## config.mk

```make
export PLATFORM = sky130hd
export DESIGN_NAME = xhtml_escape_utf8_encoder_top_flat
export DESIGN_NICKNAME = d
export VERILOG_FILES = /design/src/rtl/core/xee_pkg.sv /design/src/rtl/core/xee_chan_if.sv /design/src/rtl/core/xee_front.sv /design/src/rtl/core/xee_fifo.sv /design/src/rtl/core/xee_back.sv /design/src/rtl/core/xhtml_escape_utf8_encoder_top.sv /design/src/flat_wrapper.sv
export VERILOG_INCLUDE_DIRS = /design/src /design/src/rtl/core
export SDC_FILE = /design/constraint.sdc
export NUM_CORES = 1
export LEC_CHECK = 0
export ABC_CLOCK_PERIOD_IN_PS = 4800
export BUFFER_PORTS_ARGS = -buffer_cell sky130_fd_sc_hd__clkbuf_2
export CORE_ASPECT_RATIO = 2
export CORE_MARGIN = 4
export CORE_UTILIZATION = 31
export DETAILED_ROUTE_END_ITERATION = 10
export PLACE_DENSITY = 0.49
export SYNTH_ARGS = -nofsm -noshare
export SYNTH_HDL_FRONTEND = slang
export SYNTH_SLANG_ARGS = --single-unit
export TNS_END_PERCENT = 100
```

## constraint.sdc

```tcl
create_clock -name clk -period 4.8 [get_ports clk]
set_clock_uncertainty 0.15 [all_clocks]
set_input_delay 0.48 -clock clk [delete_from_list [all_inputs] [get_ports clk]]
set_output_delay 0.48 -clock clk [all_outputs]
set_load 0.005 [all_outputs]
```

## src/rtl/core/xhtml_escape_utf8_encoder_top_assert.svh

```systemverilog
// Assertion macros shared by the encoder modules.
// Each macro expects a clock named clk and an active-low reset named rst_n.
`ifndef XHTML_ESCAPE_UTF8_ENCODER_TOP_ASSERT_SVH
`define XHTML_ESCAPE_UTF8_ENCODER_TOP_ASSERT_SVH

`define XEE_ASSERT_ALWAYS(lbl, cond, msg) \
  lbl: assert property (@(posedge clk) disable iff (!rst_n) (cond)) \
    else $error(msg);

`define XEE_ASSERT_NEXT(lbl, pre, post, msg) \
  lbl: assert property (@(posedge clk) disable iff (!rst_n) (pre) |=> (post)) \
    else $error(msg);

`endif

```

## src/rtl/core/xee_pkg.sv

```systemverilog
package xee_pkg;

  localparam logic [15:0] UnitCr     = 16'h000D;
  localparam logic [15:0] UnitLf     = 16'h000A;
  localparam logic [15:0] UnitQmark  = 16'h003F;
  localparam logic [15:0] UnitAmp    = 16'h0026;
  localparam logic [15:0] UnitLt     = 16'h003C;
  localparam logic [15:0] UnitGt     = 16'h003E;
  localparam logic [15:0] UnitApos   = 16'h0027;
  localparam logic [15:0] UnitQuot   = 16'h0022;
  localparam logic [15:0] UnitLsep   = 16'h2028;
  localparam logic [15:0] UnitPsep   = 16'h2029;
  localparam logic [5:0]  HighPrefix = 6'b110110;
  localparam logic [20:0] SuppBase   = 21'h10000;

  // Entity texts, first character in the lowest byte.
  localparam logic [47:0] TextAmp  = 48'h003B706D6126;
  localparam logic [47:0] TextLt   = 48'h00003B746C26;
  localparam logic [47:0] TextGt   = 48'h00003B746726;
  localparam logic [47:0] TextApos = 48'h3B736F706126;
  localparam logic [47:0] TextQuot = 48'h3B746F757126;
  localparam logic [47:0] TextBr   = 48'h003E2F72623C;

  typedef enum logic [1:0] {
    BODY_NONE,
    BODY_TEXT,
    BODY_UNITS
  } body_kind_t;

  typedef enum logic [2:0] {
    TXT_AMP,
    TXT_LT,
    TXT_GT,
    TXT_APOS,
    TXT_QUOT,
    TXT_BR
  } txt_id_t;

  typedef struct packed {
    logic [2:0]       n;
    logic [3:0][15:0] units;
  } xee_units_t;

  typedef struct packed {
    logic        pre_v;
    logic [15:0] pre_unit;
    body_kind_t  kind;
    txt_id_t     txt;
    xee_units_t  body;
    logic        last;
  } xee_cmd_t;

  function automatic logic [2:0] txt_len(txt_id_t id);
    logic [2:0] len;
    case (id)
      TXT_AMP:  len = 3'd5;
      TXT_LT:   len = 3'd4;
      TXT_GT:   len = 3'd4;
      TXT_APOS: len = 3'd6;
      TXT_QUOT: len = 3'd6;
      TXT_BR:   len = 3'd5;
      default:  len = 3'd0;
    endcase
    return len;
  endfunction

  function automatic logic [7:0] txt_char(txt_id_t id, logic [2:0] pos);
    logic [47:0] s;
    case (id)
      TXT_AMP:  s = TextAmp;
      TXT_LT:   s = TextLt;
      TXT_GT:   s = TextGt;
      TXT_APOS: s = TextApos;
      TXT_QUOT: s = TextQuot;
      TXT_BR:   s = TextBr;
      default:  s = '0;
    endcase
    return s[{pos, 3'b000} +: 8];
  endfunction

endpackage

```

## src/rtl/core/xee_chan_if.sv

```systemverilog
interface xee_in_if;
  logic        valid;
  logic        ready;
  logic [15:0] code_unit;
  logic        last_unit;

  modport source (output valid, output code_unit, output last_unit, input ready);
  modport sink (input valid, input code_unit, input last_unit, output ready);
endinterface

interface xee_out_if;
  logic        valid;
  logic        ready;
  logic [15:0] out_unit;
  logic        last_out;

  modport source (output valid, output out_unit, output last_out, input ready);
  modport sink (input valid, input out_unit, input last_out, output ready);
endinterface

interface xee_cfg_if;
  logic valid;
  logic ready;
  logic utf8_mode;

  modport source (output valid, output utf8_mode, input ready);
  modport sink (input valid, input utf8_mode, output ready);
endinterface

```

## src/rtl/core/xee_front.sv

```systemverilog
`include "xhtml_escape_utf8_encoder_top_assert.svh"

module xee_front (
  input  logic              clk,
  input  logic              rst_n,
  xee_in_if.sink            in_ch,
  xee_cfg_if.sink           cfg_ch,
  input  logic              q_full,
  output logic              q_push,
  output xee_pkg::xee_cmd_t q_cmd
);
  import xee_pkg::*;

  logic       utf8_mode_r;
  logic       cr_pending_r, cr_pending_nxt;
  logic       high_pending_r, high_pending_nxt;
  logic [9:0] held_r, held_nxt;
  logic       in_fire;
  logic       done;
  logic       is_high, is_low;
  logic [15:0] u;
  logic [20:0] pair_cp;
  xee_cmd_t   cmd;

  function automatic xee_units_t utf8_enc(logic [20:0] cp);
    xee_units_t r;
    r = '0;
    if (cp < 21'h80) begin
      r.n = 3'd1;
      r.units[0] = {9'b0, cp[6:0]};
    end else if (cp < 21'h800) begin
      r.n = 3'd2;
      r.units[0] = {8'b0, 3'b110, cp[10:6]};
      r.units[1] = {8'b0, 2'b10, cp[5:0]};
    end else if (cp < 21'h10000) begin
      r.n = 3'd3;
      r.units[0] = {8'b0, 4'b1110, cp[15:12]};
      r.units[1] = {8'b0, 2'b10, cp[11:6]};
      r.units[2] = {8'b0, 2'b10, cp[5:0]};
    end else begin
      r.n = 3'd4;
      r.units[0] = {8'b0, 5'b11110, cp[20:18]};
      r.units[1] = {8'b0, 2'b10, cp[17:12]};
      r.units[2] = {8'b0, 2'b10, cp[11:6]};
      r.units[3] = {8'b0, 2'b10, cp[5:0]};
    end
    return r;
  endfunction

  function automatic xee_units_t one_unit(logic [15:0] v);
    xee_units_t r;
    r = '0;
    r.n = 3'd1;
    r.units[0] = v;
    return r;
  endfunction

  assign in_ch.ready  = !q_full;
  assign cfg_ch.ready = 1'b1;
  assign in_fire      = in_ch.valid && !q_full;
  assign u            = in_ch.code_unit;
  assign is_high      = u inside {[16'hD800:16'hDBFF]};
  assign is_low       = u inside {[16'hDC00:16'hDFFF]};
  assign pair_cp      = SuppBase + {1'b0, held_r, u[9:0]};

  always_comb begin
    cmd              = '0;
    cmd.kind         = BODY_NONE;
    cmd.txt          = TXT_AMP;
    cmd.last         = in_ch.last_unit;
    cr_pending_nxt   = cr_pending_r;
    high_pending_nxt = high_pending_r;
    held_nxt         = held_r;
    done             = 1'b0;
    if (in_fire) begin
      cr_pending_nxt   = 1'b0;
      high_pending_nxt = 1'b0;
      if (high_pending_r) begin
        if (utf8_mode_r && is_low) begin
          cmd.kind = BODY_UNITS;
          cmd.body = utf8_enc(pair_cp);
          done     = 1'b1;
        end else begin
          cmd.pre_v    = 1'b1;
          cmd.pre_unit = utf8_mode_r ? UnitQmark : {HighPrefix, held_r};
        end
      end
      if (!done && cr_pending_r) begin
        if (u == UnitLf) begin
          cmd.kind = BODY_TEXT;
          cmd.txt  = TXT_BR;
          done     = 1'b1;
        end else begin
          cmd.pre_v    = 1'b1;
          cmd.pre_unit = UnitCr;
        end
      end
      if (!done) begin
        if (u == UnitCr) begin
          if (in_ch.last_unit) begin
            cmd.kind = BODY_UNITS;
            cmd.body = one_unit(UnitCr);
          end else begin
            cr_pending_nxt = 1'b1;
          end
        end else if (utf8_mode_r && is_high) begin
          if (in_ch.last_unit) begin
            cmd.kind = BODY_UNITS;
            cmd.body = one_unit(UnitQmark);
          end else begin
            high_pending_nxt = 1'b1;
            held_nxt         = u[9:0];
          end
        end else if (utf8_mode_r && is_low) begin
          cmd.kind = BODY_UNITS;
          cmd.body = one_unit(UnitQmark);
        end else begin
          cmd.kind = BODY_TEXT;
          case (u)
            UnitAmp:  cmd.txt = TXT_AMP;
            UnitLt:   cmd.txt = TXT_LT;
            UnitGt:   cmd.txt = TXT_GT;
            UnitApos: cmd.txt = TXT_APOS;
            UnitQuot: cmd.txt = TXT_QUOT;
            UnitLf, UnitLsep, UnitPsep: cmd.txt = TXT_BR;
            default: begin
              cmd.kind = BODY_UNITS;
              cmd.body = utf8_mode_r ? utf8_enc({5'b0, u}) : one_unit(u);
            end
          endcase
        end
      end
    end
  end

  assign q_cmd  = cmd;
  assign q_push = in_fire && (cmd.pre_v || cmd.kind != BODY_NONE);

  always_ff @(posedge clk) begin
    if (!rst_n) begin
      utf8_mode_r    <= 1'b1;
      cr_pending_r   <= 1'b0;
      high_pending_r <= 1'b0;
      held_r         <= '0;
    end else begin
      if (cfg_ch.valid) begin
        utf8_mode_r <= cfg_ch.utf8_mode;
      end
      cr_pending_r   <= cr_pending_nxt;
      high_pending_r <= high_pending_nxt;
      held_r         <= held_nxt;
    end
  end

  `XEE_ASSERT_ALWAYS(a_pending_excl, !(cr_pending_r && high_pending_r), "both CR and surrogate held")
  `XEE_ASSERT_NEXT(a_last_flush, in_fire && in_ch.last_unit, !cr_pending_r && !high_pending_r, "pending state survived a last request")

endmodule

```

## src/rtl/core/xee_fifo.sv

```systemverilog
`include "xhtml_escape_utf8_encoder_top_assert.svh"

module xee_fifo #(
  parameter int Depth = 4
) (
  input  logic              clk,
  input  logic              rst_n,
  input  logic              push,
  input  xee_pkg::xee_cmd_t push_cmd,
  input  logic              pop,
  output xee_pkg::xee_cmd_t head_cmd,
  output logic              empty,
  output logic              full
);
  import xee_pkg::*;

  localparam int PtrW = $clog2(Depth);
  localparam int CntW = $clog2(Depth + 1);

  xee_cmd_t          mem_r [Depth];
  logic [PtrW-1:0]   wr_ptr_r, wr_ptr_nxt;
  logic [PtrW-1:0]   rd_ptr_r, rd_ptr_nxt;
  logic [CntW-1:0]   cnt_r, cnt_nxt;

  assign empty    = (cnt_r == '0);
  assign full     = (cnt_r == CntW'(Depth));
  assign head_cmd = mem_r[rd_ptr_r];

  always_comb begin
    wr_ptr_nxt = wr_ptr_r;
    rd_ptr_nxt = rd_ptr_r;
    cnt_nxt    = cnt_r;
    if (push) begin
      wr_ptr_nxt = (wr_ptr_r == PtrW'(Depth - 1)) ? '0 : wr_ptr_r + 1'b1;
    end
    if (pop) begin
      rd_ptr_nxt = (rd_ptr_r == PtrW'(Depth - 1)) ? '0 : rd_ptr_r + 1'b1;
    end
    if (push && !pop) begin
      cnt_nxt = cnt_r + 1'b1;
    end else if (pop && !push) begin
      cnt_nxt = cnt_r - 1'b1;
    end
  end

  always_ff @(posedge clk) begin
    if (!rst_n) begin
      wr_ptr_r <= '0;
      rd_ptr_r <= '0;
      cnt_r    <= '0;
    end else begin
      wr_ptr_r <= wr_ptr_nxt;
      rd_ptr_r <= rd_ptr_nxt;
      cnt_r    <= cnt_nxt;
    end
  end

  always_ff @(posedge clk) begin
    if (push) begin
      mem_r[wr_ptr_r] <= push_cmd;
    end
  end

  `XEE_ASSERT_ALWAYS(a_no_overflow, !(push && full), "queue written while full")
  `XEE_ASSERT_ALWAYS(a_no_underflow, !(pop && empty), "queue read while empty")

endmodule

```

## src/rtl/core/xee_back.sv

```systemverilog
`include "xhtml_escape_utf8_encoder_top_assert.svh"

module xee_back (
  input  logic              clk,
  input  logic              rst_n,
  input  xee_pkg::xee_cmd_t head_cmd,
  input  logic              q_empty,
  output logic              q_pop,
  xee_out_if.source         out_ch
);
  import xee_pkg::*;

  logic [2:0]  idx_r, idx_nxt;
  logic        out_valid_r, out_valid_nxt;
  logic [15:0] out_unit_r, out_unit_nxt;
  logic        last_out_r, last_out_nxt;
  logic [2:0]  pre_len, body_len, total, pos;
  logic        at_end, advance, take;
  logic [15:0] unit;

  assign pre_len = {2'b0, head_cmd.pre_v};

  always_comb begin
    case (head_cmd.kind)
      BODY_TEXT:  body_len = txt_len(head_cmd.txt);
      BODY_UNITS: body_len = head_cmd.body.n;
      default:    body_len = 3'd0;
    endcase
  end

  assign total  = pre_len + body_len;
  assign pos    = idx_r - pre_len;
  assign at_end = (idx_r == total - 3'd1);

  always_comb begin
    if (head_cmd.pre_v && idx_r == 3'd0) begin
      unit = head_cmd.pre_unit;
    end else if (head_cmd.kind == BODY_TEXT) begin
      unit = {8'b0, txt_char(head_cmd.txt, pos)};
    end else begin
      unit = head_cmd.body.units[pos[1:0]];
    end
  end

  assign advance = !out_valid_r || out_ch.ready;
  assign take    = advance && !q_empty;
  assign q_pop   = take && at_end;

  always_comb begin
    idx_nxt       = idx_r;
    out_valid_nxt = out_valid_r;
    out_unit_nxt  = out_unit_r;
    last_out_nxt  = last_out_r;
    if (take) begin
      out_valid_nxt = 1'b1;
      out_unit_nxt  = unit;
      last_out_nxt  = head_cmd.last && at_end;
      idx_nxt       = at_end ? 3'd0 : idx_r + 3'd1;
    end else if (out_ch.ready) begin
      out_valid_nxt = 1'b0;
    end
  end

  always_ff @(posedge clk) begin
    if (!rst_n) begin
      idx_r       <= '0;
      out_valid_r <= 1'b0;
    end else begin
      idx_r       <= idx_nxt;
      out_valid_r <= out_valid_nxt;
    end
  end

  always_ff @(posedge clk) begin
    out_unit_r <= out_unit_nxt;
    last_out_r <= last_out_nxt;
  end

  assign out_ch.valid    = out_valid_r;
  assign out_ch.out_unit = out_unit_r;
  assign out_ch.last_out = last_out_r;

  `XEE_ASSERT_ALWAYS(a_idx_bound, q_empty || idx_r < total, "expansion index past end of request")
  `XEE_ASSERT_ALWAYS(a_idx_idle, !q_empty || idx_r == 3'd0, "expansion index left over on empty queue")

endmodule

```

## src/rtl/core/xhtml_escape_utf8_encoder_top.sv

```systemverilog
// Channel | Role            | Payload
// in_ch   | request in      | code_unit[15:0], last_unit
// out_ch  | result out      | out_unit[15:0], last_out
// cfg_ch  | mode write      | utf8_mode, always ready
//
// The front part accepts one request per cycle while the queue has room.
// The back part sends one result per cycle while out_ch is ready, and a request
// expands to 1 to 7 results; the queue of FIFO_DEPTH entries absorbs bursts, and
// a request is written to the queue on acceptance and from there to the output register.
// Reset is synchronous and active low; it sets UTF-8 mode and clears held state.
// A stalled result holds in the output register while the front part continues until the queue is full.
module xhtml_escape_utf8_encoder_top #(
  parameter int FIFO_DEPTH = 4
) (
  input  logic      clk,
  input  logic      rst_n,
  xee_in_if.sink    in_ch,
  xee_out_if.source out_ch,
  xee_cfg_if.sink   cfg_ch
);
  import xee_pkg::*;

  xee_cmd_t push_cmd;
  xee_cmd_t head_cmd;
  logic     q_push, q_pop, q_empty, q_full;

  xee_front u_front (
    .clk    (clk),
    .rst_n  (rst_n),
    .in_ch  (in_ch),
    .cfg_ch (cfg_ch),
    .q_full (q_full),
    .q_push (q_push),
    .q_cmd  (push_cmd)
  );

  xee_fifo #(
    .Depth (FIFO_DEPTH)
  ) u_fifo (
    .clk      (clk),
    .rst_n    (rst_n),
    .push     (q_push),
    .push_cmd (push_cmd),
    .pop      (q_pop),
    .head_cmd (head_cmd),
    .empty    (q_empty),
    .full     (q_full)
  );

  xee_back u_back (
    .clk      (clk),
    .rst_n    (rst_n),
    .head_cmd (head_cmd),
    .q_empty  (q_empty),
    .q_pop    (q_pop),
    .out_ch   (out_ch)
  );

endmodule

```

## src/flat_wrapper.sv

```systemverilog
// flat-port wrapper written by rule: the top's interface ports become plain ports
module xhtml_escape_utf8_encoder_top_flat import xee_pkg::*;
#(
  parameter int FIFO_DEPTH = 4
)
  (clk, rst_n, in_ch_valid, in_ch_code_unit, in_ch_last_unit, in_ch_ready, out_ch_valid, out_ch_out_unit, out_ch_last_out, out_ch_ready, cfg_ch_valid, cfg_ch_utf8_mode, cfg_ch_ready);
  xee_in_if in_ch_i ();
  xee_out_if out_ch_i ();
  xee_cfg_if cfg_ch_i ();
  input  logic clk;
  input  logic rst_n;
  input wire logic [$bits(in_ch_i.valid)-1:0] in_ch_valid;
  input wire logic [$bits(in_ch_i.code_unit)-1:0] in_ch_code_unit;
  input wire logic [$bits(in_ch_i.last_unit)-1:0] in_ch_last_unit;
  output wire logic [$bits(in_ch_i.ready)-1:0] in_ch_ready;
  output wire logic [$bits(out_ch_i.valid)-1:0] out_ch_valid;
  output wire logic [$bits(out_ch_i.out_unit)-1:0] out_ch_out_unit;
  output wire logic [$bits(out_ch_i.last_out)-1:0] out_ch_last_out;
  input wire logic [$bits(out_ch_i.ready)-1:0] out_ch_ready;
  input wire logic [$bits(cfg_ch_i.valid)-1:0] cfg_ch_valid;
  input wire logic [$bits(cfg_ch_i.utf8_mode)-1:0] cfg_ch_utf8_mode;
  output wire logic [$bits(cfg_ch_i.ready)-1:0] cfg_ch_ready;
  assign in_ch_i.valid = in_ch_valid;
  assign in_ch_i.code_unit = in_ch_code_unit;
  assign in_ch_i.last_unit = in_ch_last_unit;
  assign in_ch_ready = in_ch_i.ready;
  assign out_ch_valid = out_ch_i.valid;
  assign out_ch_out_unit = out_ch_i.out_unit;
  assign out_ch_last_out = out_ch_i.last_out;
  assign out_ch_i.ready = out_ch_ready;
  assign cfg_ch_i.valid = cfg_ch_valid;
  assign cfg_ch_i.utf8_mode = cfg_ch_utf8_mode;
  assign cfg_ch_ready = cfg_ch_i.ready;
  xhtml_escape_utf8_encoder_top #(.FIFO_DEPTH(FIFO_DEPTH)) u_core (.clk(clk), .rst_n(rst_n), .in_ch(in_ch_i), .out_ch(out_ch_i), .cfg_ch(cfg_ch_i));
endmodule
```

==> Word-level counts from Yosys, hierarchy flattened <==
Memories as Yosys holds them, arrays and structs flattened. A register that Yosys moved wholly into a read port is not among the register bits.
Cells that the tools add are included.
{ "totals": {"regBits": 41, "latch_bits": 0, "mem_bits_rw": 360, "rom_bits": 0, "inputBits": 23, "output_inout_bits": 20, "mem_count": 1} }
{ "mem_list": {"columns": ["memory", "depth", "word_bits", "rd", "rd_clocked_by_memory_dff", "wr", "line", "rtl"], "rows": [
  ["u_core.u_fifo.mem_r", 4, 90, 1, 1, 1, "xee_fifo.sv:20", "xee_cmd_t mem_r [Depth];"]
]} }
{ "classes": {"add_sub_neg": 9, "mul": 0, "div_mod_pow": 0, "magnitude_cmp": 10, "eq_ne": 20, "shifts": 1, "n_mux": 74, "n_bitwise": 3, "reduce_logical": 33} }
{ "ops": {"columns": ["op", "count"], "rows": [
  ["$mux W67", 9],
  ["$pmux W46 S6", 1],
  ["$mux W16", 6],
  ["$mux W48", 2],
  ["$mux W89", 1],
  ["$eq A16 B6 Y1 const B", 5],
  ["$mux W72", 1],
  ["$mux W24", 2],
  ["$shiftx A48 B7 Y8", 1],
  ["$mux W22", 2],
  ["$mux W40", 1],
  ["$mux W38", 1],
  ["$mux W17", 2],
  ["$bmux W16 S2", 1],
  ["$eq A16 B14 Y1 const B", 2],
  ["$eq A16 B4 Y1 const B", 2],
  ["$ge A16 B16 Y1 const B", 2],
  ["$le A16 B16 Y1 const B", 2],
  ["$mux W32", 1],
  ["$mux W3", 9],
  ["$mux W2", 11],
  ["$add A17 B20 Y21 const A", 1],
  ["$lt A21 B12 Y1 const B", 1],
  ["$lt A21 B17 Y1 const B", 1],
  ["other kinds (32)", 83]
]} }

==> Depth between registers and ports, before layout <==
Gate-level depths: netlist of run 1.
{ "depth": {"ltp_word": 22, "mapped_depth": 26} }

==> By module <==
Synthesis of run 1 repeated with hierarchy kept, for this count alone.
{ "hier_totals": {"hier_cells": 1042, "hier_area_um2": 17897.2} }
{ "modules_own_cells": {"columns": ["mod", "instances", "cells_each", "area_each_um2", "seq_area_each_um2"], "rows": [
  ["xee_fifo", 1, 514, 13535.5, 10990.5],
  ["xee_front", 1, 339, 2368.5, 260.2],
  ["xee_back", 1, 189, 1993.2, 590.6]
]} }

==> Worst setup path before layout of run 1 <==
Ideal clock, no wire load.
{ "synth_path": {"path_type": "register to register", "startpoint": "reg with a tool-made name", "endpoint": "reg u_core.u_fifo.cnt_r[2]", "setup_time_ns": 0.076, "t_arrival_ns": 5.112, "t_required_ns": 4.574, "setup_slack_ns": -0.537, "path_stages_with_launch": 27, "cell_sequence": "dfxtp_1 -> buf_6 -> buf_4 -> buf_4 -> buf_2 -> mux4_2 -> inv_1 -> ha_1 -> clkbuf_1 -> inv_1 -> nor2_1 -> nand2_1 -> a21o_1 -> ha_1 -> ha_1 -> xor2_1 -> nand2_1 -> a2111o_1 -> o21ai_1 -> and2_1 -> inv_1 -> ha_1 -> inv_1 -> fa_1 -> xor2_1 -> or3_1 -> a21boi_0"} }
{ "synth_rtl": {"columns": ["item", "line", "rtl"], "rows": [
  ["to (signal assigned)", "xee_fifo.sv:54", "cnt_r <= cnt_nxt;"],
  ["to (decl)", "xee_fifo.sv:23", "logic [CntW-1:0] cnt_r, cnt_nxt;"]
]} }

==> results of run 1 <==
[critical path: cells and delay by family, from the launching register on]
family | cells | cell delay [ns]
xor gates and xnor gates | 2 | 0.28
adders and majority gates | 4 | 0.88
AOI/OAI and AO/OA | 4 | 0.79
DFF | 1 | 0.42
and+or+nand+nor | 5 | 0.77
buffers and inverters | 3 | 0.44
muxes | 1 | 0.61
[cell type report]
| class | instances | area, um^2 | share of cell area [%] |
|---|---|---|---|
| Sequential cell | 271 | 7880 | 55.2 |
| Multi-Input combinational cell | 520 | 4270 | 29.9 |
| Tap cell | 525 | 657 | 4.60 |
| Clock buffer | 27 | 633 | 4.43 |
| Timing Repair Buffer | 81 | 568 | 3.98 |
| Clock inverter | 19 | 200 | 1.40 |
| Inverter | 17 | 63.8 | 0.447 |
[how the worst max path moves through the flow]
| stage | start | slack, ns | endpoint | cells past startpoint |
|---|---|---|---|---|
| 2_1_floorplan | register | 0.007 | u_core.u_fifo.cnt_r[2] | 26 |
| 3_3_place_gp | register | 0.43 | u_core.u_fifo.cnt_r[2] | 19 |
| 3_5_place_dp | register | 0.37 | u_core.u_fifo.cnt_r[2] | 19 |
| 5_1_grt | register | 0.09 | u_core.u_fifo.cnt_r[2] | 19 |
| 6_report | register | 0.38 | u_core.u_fifo.cnt_r[2] | 19 |
| 4_1_cts | register | 0.35 | u_core.u_fifo.cnt_r[2] | 19 |
[power by group]
group | switching [uW] | internal (uW)
Clock | 906 | 1130
Sequential | 103 | 2980
Combinational | 1440 | 1020
Total | 2450 | 5130
[routing by layer]
layer,vias to the layer above,routed length [um]
li1,3475,-
met1,3978,12000
met2,231,19900
met3,88,1310
met4,0,2280
met5,-,0
[logic make-up after synthesis]
group	Yosys count
mux	71
flops	271
buf+inv	71
xor+xnor	12
fa+ha+maj	16
simple gates	246
compound gates	174
other cells	1
[metrics by stage]
stage | power [uW] | std cells
final | 7580 | 1460
after global routing | 7970 | 1460
after CTS | 7710 | 1460
after detailed placement | 5660 | 1414
after global placement | 5650 | 1414
after floorplan | 4700 | 862
[state kept, by name (all words and copies together), names as in the netlist, named ones only]
name,flops
u_core.u_fifo.rd_ptr_r,2
u_core.u_fifo.cnt_r,3
u_core.u_back.out_ch.out_unit,16
u_core.u_front.cr_pending_r,1
u_core.u_back.idx_r,3
u_core.u_front.high_pending_r,1
u_core.u_back.out_ch.last_out,1
u_core.u_front.held_r,10
u_core.u_fifo.mem_r,228
u_core.u_back.out_ch.valid,1
u_core.u_front.utf8_mode_r,1
u_core.u_fifo.wr_ptr_r,2
[placed cells by master, fill, tap and decap left out, types with 21 or more instances in the layout]
cell	count
buf_4	35
mux4_2	64
nor2_1	47
edfxtp_1	245
and2_1	21
a21oi_1	37
dfxtp_1	24
clkbuf_2	41
clkbuf_16	25
o21ai_0	36
nand2_1	76
==> results.json, run 1 <==
{
  "outcome": "completed",
  "pin_count": 43,
  "maxCapViolations": 0,
  "crit-reg2reg-capture": "u_core.u_fifo.cnt_r[2]",
  "final_hold_viol_count": 0,
  "fmaxAchievable_mhz": 226,
  "clk_path_buf_depth": 3,
  "groute.usage.overall_pct": 16.3,
  "synth_xor_area_share_pct": 0.844,
  "final.setup.tns_ns": 0,
  "layout_min_cycle_time_ns": 4.42,
  "ys_top_cells_by_count": "edfxtp_1 (245), nand2_1 (76), mux4_2 (64), nor2_1 (47)",
  "grtUsageMet1_pct": 16.7,
  "coreArea_um2": 39600,
  "chipHeight_um": 291,
  "rows": 103,
  "synth_area_per_cell_um2": 14.4,
  "chipWidth_um": 150,
  "min-delay-start": "cfg_ch_utf8_mode",
  "path_max_fanout": 11,
  "synth_nets": 901,
  "hpwl_um": 25400,
  "synth.area.mux_share_pct": 12.1,
  "grt_setup_unrepaired": "no",
  "final.setup.worst_slack_ns": 0.375,
  "cts_sinks": 271,
  "final_core_util_pct": 36.1,
  "min_delay_worst_endpoint": "u_core.u_front.utf8_mode_r",
  "path_cells": "buf_4, mux4_2, nor2_1, nand2_1, a21o_1, ha_1, ha_1, xor2_1, nand2_1, a2111o_1, o21ai_2, and2_4, inv_1, ha_1, inv_1, fa_1, xor2_1, or3_1, a21boi_0",
  "slew_headroom_pct": 34.3,
  "cts_setup_buffers": 0,
  "leakage_uw": 0.00480,
  "hold_depth": 3,
  "finalCritPeriodShare_pct": 92.2,
  "diodes": 0,
  "ir_worst_vdd_v": 0.000209,
  "clk_latency_ns": 0.54,
  "grt_max_degree": 58,
  "antenna_found_initial": 0,
  "cts_made_buffers": 25,
  "yosysWarnings": 0,
  "syn2layout_area_growth_pct": 14.7,
  "grt_pass1_vias": 8112,
  "holdWs_ns": 0.0404,
  "routedWlPerCell_um": 24.3,
  "grtUsageMet3_pct": 1.78,
  "synth_top_family_by_area": "multiplexers",
  "ys_seq_area_share_pct": 63.3,
  "synth-adder-area-share_pct": 1.67,
  "ys.flop_type": "edfxtp_1",
  "met2_usage_pct": 31.4,
  "p_per_area_nw_per_um2": 531,
  "drtAntennaViolNets": 0,
  "tightest_slew_ns": 0.978,
  "grt_pass1_wl_um": 52600,
  "dpl_cell_area_um2": 13400,
  "syn_inst": 862,
  "cp.arrival_ns": 4.75,
  "async_flop_share_pct": 0,
  "overflow": 0,
  "postCtsHoldBufs": 0,
  "wl_um": 35500,
  "cts_root_buffer": "clkbuf_16",
  "start_util_pct": 31.5,
  "cts_resized": 0,
  "synth_top_cell_by_area": "edfxtp_1",
  "min_path_type": "input port to register",
  "yosysMostFrequentCell": "edfxtp_1",
  "crit_path_max_incr_delay_ns": 0.61,
  "synth_edf_count": 245,
  "firstDrtPassIters": 5,
  "first_iter_violations": 506,
  "r2r_setup_slack_ns": 0.38,
  "yosys-top-cells-area": "edfxtp_1 (59%), mux4_2 (12%), dfxtp_1 (4.2%)",
  "num-fill-cells": 3829,
  "worstSetupEndpointType": "register",
  "ys_ff_latch": 271,
  "final_cell_area_um2": 14300,
  "worstSetupStartpointType": "register",
  "crit_slowest_cell": "mux4_2",
  "synthSimpleGateAreaFrac_pct": 10.1,
  "synth_top_area_share_pct": 59.1,
  "busiest_layer": "met2",
  "cpMostUsedCell": "ha_1",
  "vias": 7772,
  "gp_congestion": 0.917,
  "synth_cell_types": 73,
  "setup_violations": 0,
  "drv_slew": 0,
  "pre_cts_ws_ns": 0.368,
  "critPathKind": "register to register",
  "cts_tree": "built",
  "synth_compound_area_share_pct": 9.38,
  "cts_max_level": 1,
  "drc_errors": 0,
  "required_ns": 5.12,
  "netlist_area_um2": 12400,
  "drive_above_1_share_pct": 22.5,
  "final_nets": 955,
  "portBuffers": 41,
  "reg2regPathDepth": 19,
  "clk_pin_slew_worst_paths_ns": 0.07,
  "drt-vias-per-instance": 5.32,
  "dieArea_um2": 43600
}
No activity file was read; power rests on OpenSTA's default activity.
==> run 2: changes to the inputs <==
==> constraint.sdc (replaced) <==
create_clock -name clk -period 4.8 [get_ports clk]
set_clock_uncertainty 0.15 [all_clocks]
set_input_delay 0.96 -clock clk [delete_from_list [all_inputs] [get_ports clk]]
set_output_delay 0.96 -clock clk [all_outputs]
set_load 0.005 [all_outputs]
==> run 2 against run 1 <==
Die area unchanged. Critical path type unchanged. Largest cell class unchanged. First-iteration DRC count is 16% higher. Combinational power is essentially flat.
==> results.json, run 2 (same netlist as run 1, synthesis figures left out) <==
{
  "outcome": "completed",
  "min_path_type": "register to register",
  "grt_pass1_wl_um": 51500,
  "worstSetupEndpointType": "register",
  "reg2regPathDepth": 19,
  "chipHeight_um": 291,
  "cts_tree": "built",
  "cts_setup_buffers": 0,
  "final_common_cell": "edfxtp_1",
  "postCtsHoldBufs": 0,
  "grt_setup_unrepaired": "no",
  "maxCapViolations": 0,
  "crit_slowest_cell": "mux4_2",
  "wl_um": 34600,
  "slew_headroom_pct": 32.0,
  "hpwl_um": 25000,
  "cts_resized": 0,
  "leakage_uw": 0.00478,
  "cts_root_buffer": "clkbuf_16",
  "grt_max_degree": 58,
  "firstDrtPassIters": 8,
  "clk_path_buf_depth": 3,
  "tightest_slew_ns": 1.01,
  "final.setup.tns_ns": 0,
  "largest_register": "u_core.u_fifo.mem_r",
  "routedWlPerCell_um": 23.6,
  "r2r_setup_slack_ns": 0.34,
  "clk_pin_slew_worst_paths_ns": 0.07,
  "start_util_pct": 31.5,
  "drive_above_1_share_pct": 22.6,
  "drtAntennaViolNets": 0,
  "crit_path_max_incr_delay_ns": 0.61,
  "syn2layout_area_growth_pct": 14.2,
  "required_ns": 5.12,
  "cpMostUsedCell": "ha_1",
  "drc_errors": 0,
  "dieArea_um2": 43600,
  "groute.usage.overall_pct": 16.0,
  "final_nets": 957,
  "rows": 103,
  "coreArea_um2": 39600,
  "overflow": 0,
  "crit_end": "u_core.u_fifo.cnt_r[2]",
  "cts_made_buffers": 24,
  "largest_reg_flops": 228,
  "path_max_fanout": 15,
  "grt_pass1_vias": 8022,
  "finalCritPeriodShare_pct": 92.9,
  "pin_count": 43,
  "cts_sinks": 271,
  "chipWidth_um": 150,
  "worstSetupStartpointType": "register",
  "layout_common_cells": "edfxtp_1 (245), nand2_1 (76), mux4_2 (64)",
  "final_cell_area_um2": 14200,
  "cts_max_level": 1,
  "critPathKind": "register to register",
  "setup_violations": 0,
  "gp_congestion": 0.900,
  "ir_worst_vdd_v": 0.000275,
  "antenna_found_initial": 1,
  "fmaxAchievable_mhz": 224,
  "drt-vias-per-instance": 5.22,
  "cp.arrival_ns": 4.78,
  "clk_latency_ns": 0.54,
  "final_hold_viol_count": 0,
  "dpl_cell_area_um2": 13500,
  "crit-reg2reg-capture": "u_core.u_fifo.cnt_r[2]",
  "first_iter_violations": 587,
  "path_cells": "buf_4, mux4_2, nor2_1, nand2_1, a21o_1, ha_1, ha_1, xor2_1, nand2_1, a2111o_1, o21ai_2, and2_4, inv_1, ha_1, inv_1, fa_1, xor2_1, or3_1, a21boi_0",
  "min-delay-start": "u_core.u_back.out_ch.valid",
  "drv_slew": 0,
  "p_per_area_nw_per_um2": 518,
  "layout_min_cycle_time_ns": 4.46,
  "portBuffers": 41,
  "vias": 7637
}
run 2: changes by cell type in the layout (fill, tap and decap cells not counted):
| cell | previous run | this run |
|---|---|---|
| clkinv_1 | 5 | 2 |
| inv_12 | 1 | 0 |
| diode_2 | 0 | 1 |
| clkinv_2 | 2 | 5 |
| bufinv_16 | 3 | 0 |
| buf_4 | 35 | 38 |
| clkbuf_8 | 0 | 1 |
| clkbuf_1 | 2 | 4 |
| inv_6 | 1 | 2 |
| clkinv_4 | 3 | 1 |
run 2: cell type report:
type                       count  area [um^2]
clock inverter                14         88.8
tap                          525          657
sequential                   271         7880
multi-input combinational    520         4270
timing repair buffer          84          591
fill                        3832        25400
antenna                        1         2.50
clock buffer                  30          654
inverter                      17         63.8
run 2: worst min-delay path by stage:
stage | to | slack [ns] | depth (start not counted)
2_1_floorplan | register | 0.31 | 2
5_1_grt | u_core.u_back.out_ch.valid | 0.41 | 2
3_3_place_gp | register | 0.34 | 2
3_5_place_dp | u_core.u_back.out_ch.valid | 0.35 | 2
4_1_cts | u_core.u_back.out_ch.valid | 0.36 | 2
6_report | u_core.u_back.out_ch.valid | 0.35 | 2
run 2: routing by layer:
| layer | share of wire (%) | vias to the layer above | track usage (%) |
|---|---|---|---|
| met5 | 0 | - | 0 |
| met1 | 34 | 3861 | 16.7 |
| met2 | 55 | 217 | 29.8 |
| met3 | 3.6 | 75 | 1.68 |
| li1 | - | 3484 | - |
| met4 | 6.9 | 0 | 9.94 |
run 2: critical path: cells and delay by family (launching register included):
family | cells | cell delay [ns]
AO/OA/AOI/OAI | 4 | 0.79
XOR/XNOR | 2 | 0.28
adder cells (fa/ha/maj) | 4 | 0.87
buffers and inverters | 3 | 0.49
flip-flops | 1 | 0.41
multiplexers | 1 | 0.61
AND/OR/NAND/NOR | 5 | 0.77
run 2: report_power, final:
group	switching (uW)	total, uW	internal, uW
clock	847	1820	978
sequential	100	3080	2980
combinational	1450	2450	997
total	2400	7360	4960
run 2: per-stage QoR:
step | power, uW | util (%) | setup slack, ns | cells | hold WS (ns)
after floorplan | 4700 | - | 0.00721 | 862 | 0.313
after global placement | 5630 | 34.0 | 0.363 | 1417 | 0.341
final | 7360 | 35.9 | 0.340 | 1462 | 0.355
after CTS | 7470 | 35.9 | 0.308 | 1461 | 0.357
after global routing | 7750 | 35.9 | 0.0145 | 1462 | 0.407
after detailed placement | 5640 | 34.0 | 0.308 | 1417 | 0.346
==> run 3: changes to the inputs <==
Settings changed: CORE_UTILIZATION 31 to 54, PLACE_DENSITY 0.49 to 0.76.
==> run 3 against run 2 <==
Final area shrank 2.5%. Power shrank 1.4%. Cell count decreased by 17%. Critical path depth increased by 2. Non-clock buffer count down 5. First-iteration DRC count rose by 42%. Flip-flop and latch count stayed put. Via count increased by 4.0%. Critical endpoint unchanged.
==> results.json, run 3 (same netlist as run 1, synthesis figures left out) <==
{
  "num-fill-cells": 1692,
  "seqCellArea_um2": 7880,
  "clk_pin_slew_worst_paths_ns": 0.07,
  "fmaxAchievable_mhz": 229,
  "path_delay_family": "adder cells",
  "drt-vias-per-instance": 6.57,
  "groute.usage.overall_pct": 25.8,
  "cp.arrival_ns": 4.67,
  "clk_path_buf_depth": 3,
  "path_max_fanout": 6,
  "final_nets": 951,
  "maxCapViolations": 0,
  "cts_max_level": 1,
  "cp.buffers_inverters": 4,
  "largest_reg_flops": 228,
  "layout_min_cycle_time_ns": 4.36,
  "layout_common_cells": "edfxtp_1 (245), nand2_1 (76), mux4_2 (64)",
  "largest_register": "u_core.u_fifo.mem_r",
  "p_total_uw": 7260,
  "diodes": 0,
  "drive_above_1_share_pct": 22.1,
  "worstSetupStartpointType": "register",
  "syn2layout_area_growth_pct": 11.3,
  "first_iter_violations": 835,
  "drv_slew": 0,
  "cts_resized": 0,
  "grt_pass1_wl_um": 49100,
  "final_hold_viol_count": 0,
  "routedWlPerCell_um": 26.8,
  "min-delay-start": "u_core.u_back.out_ch.valid",
  "min_path_type": "register to register",
  "hold_depth": 2,
  "holdWs_ns": 0.345,
  "setup_violations": 0,
  "dp_cells": 1167,
  "chipHeight_um": 223,
  "required_ns": 5.11,
  "drtAntennaViolNets": 0,
  "ir_worst_vdd_v": 0.000546,
  "overflow": 0,
  "start_util_pct": 54.7,
  "outcome": "completed",
  "drc_errors": 0,
  "coreArea_um2": 22700,
  "cts_made_buffers": 23,
  "multiInputGateArea_um2": 4270,
  "crit-reg2reg-capture": "u_core.u_fifo.cnt_r[2]",
  "crit_path_max_incr_delay_ns": 0.54,
  "final.setup.tns_ns": 0,
  "dieArea_um2": 25700,
  "chipWidth_um": 115,
  "antenna_found_initial": 0,
  "grt_max_degree": 50,
  "gp_congestion": 1.03,
  "tightest_slew_ns": 0.923,
  "p_per_area_nw_per_um2": 524,
  "min_delay_worst_endpoint": "u_core.u_back.out_ch.valid",
  "clk_latency_ns": 0.53,
  "wl_um": 32400,
  "grt_pass1_vias": 7983,
  "leakage_uw": 0.00475,
  "finalCritPeriodShare_pct": 90.8,
  "hpwl_um": 23100,
  "path_cells": "mux4_2, inv_1, ha_1, inv_1, nor2_1, nand2_1, a21o_1, ha_1, ha_1, xor2_1, nand2_1, a2111o_1, o21ai_2, and2_4, inv_1, ha_1, inv_1, fa_1, xor2_1, or3_1, a21boi_0",
  "slew_headroom_pct": 38.2,
  "portBuffers": 41,
  "vias": 7943,
  "final_common_cell": "edfxtp_1",
  "pin_count": 43,
  "cts_sinks": 271,
  "firstDrtPassIters": 5,
  "grt_setup_unrepaired": "no",
  "rows": 78,
  "cts_setup_buffers": 0,
  "worstSetupEndpointType": "register",
  "cts_root_buffer": "clkbuf_16",
  "postCtsHoldBufs": 0,
  "crit_slowest_cell": "mux4_2",
  "reg2regPathDepth": 21,
  "final_cells": 1209,
  "r2r_setup_slack_ns": 0.44,
  "critPathKind": "register to register",
  "cts_tree": "built"
}
==> run 3: cell count changes in the layout (fill, tap and decap cells not counted) <==
cell       delta
clkinv_2      -1
inv_6         -1
buf_12        -1
inv_8         +1
diode_2       -1
buf_4         -4
bufinv_16     +2
clkinv_1      +1
clkbuf_1      -1
clkinv_4      -1
clkbuf_16     -2
==> run 3: cell type report <==
type,count,area share (%)
Clock buffer,27,4.34
Multi-Input combinational cell,520,30.8
Clock inverter,15,1.02
Sequential cell,271,56.9
Tap cell,280,2.53
Inverter,17,0.461
Timing Repair Buffer,79,3.90
==> run 3: metrics by stage <==
stage / util (%) / area, um^2 / setup slack [ns]
3_5_place_dp: 57.6 / 13100 / 0.412
6_report: 60.9 / 13900 / 0.440
3_3_place_gp: 57.6 / 13100 / 0.533
5_1_grt: 60.9 / 13900 / 0.117
2_1_floorplan: - / 12500 / 0.00721
4_1_cts: 60.9 / 13900 / 0.410
==> run 3: how the worst max path moves through the flow <==
stage,end,slack (ns),cells after the start
floorplan,u_core.u_fifo.cnt_r[2],0.007,26
CTS,u_core.u_fifo.cnt_r[2],0.41,18
global route,u_core.u_fifo.cnt_r[2],0.12,21
detailed placement,u_core.u_fifo.cnt_r[2],0.41,18
finish,u_core.u_fifo.cnt_r[2],0.44,21
global placement,u_core.u_fifo.cnt_r[2],0.53,18
==> run 3: layer usage <==
layer | part of all wire (%) | up-vias | global-route usage (%) | wire [um]
li1 | - | 3468 | - | -
met1 | 33 | 4012 | 29.4 | 10600
met2 | 56 | 349 | 47.2 | 18200
met3 | 5.1 | 114 | 2.62 | 1650
met4 | 5.9 | 0 | 12.7 | 1900
met5 | 0 | - | 0 | 0
==> run 3: tightest hold or removal path, cell delays in order, from the launching register on <==
cell and delay [ns]:
dfxtp_1 0.33, nand2_1 0.05, a21boi_0 0.06
==> run 3: report_power, final <==
group	switching [uW]	total, uW	leakage, uW	internal [uW]
combinational	1370	2340	0.00183	968
sequential	107	3090	0.00257	2980
clock	818	1830	0.000354	1010
total	2290	7260	0.00475	4960
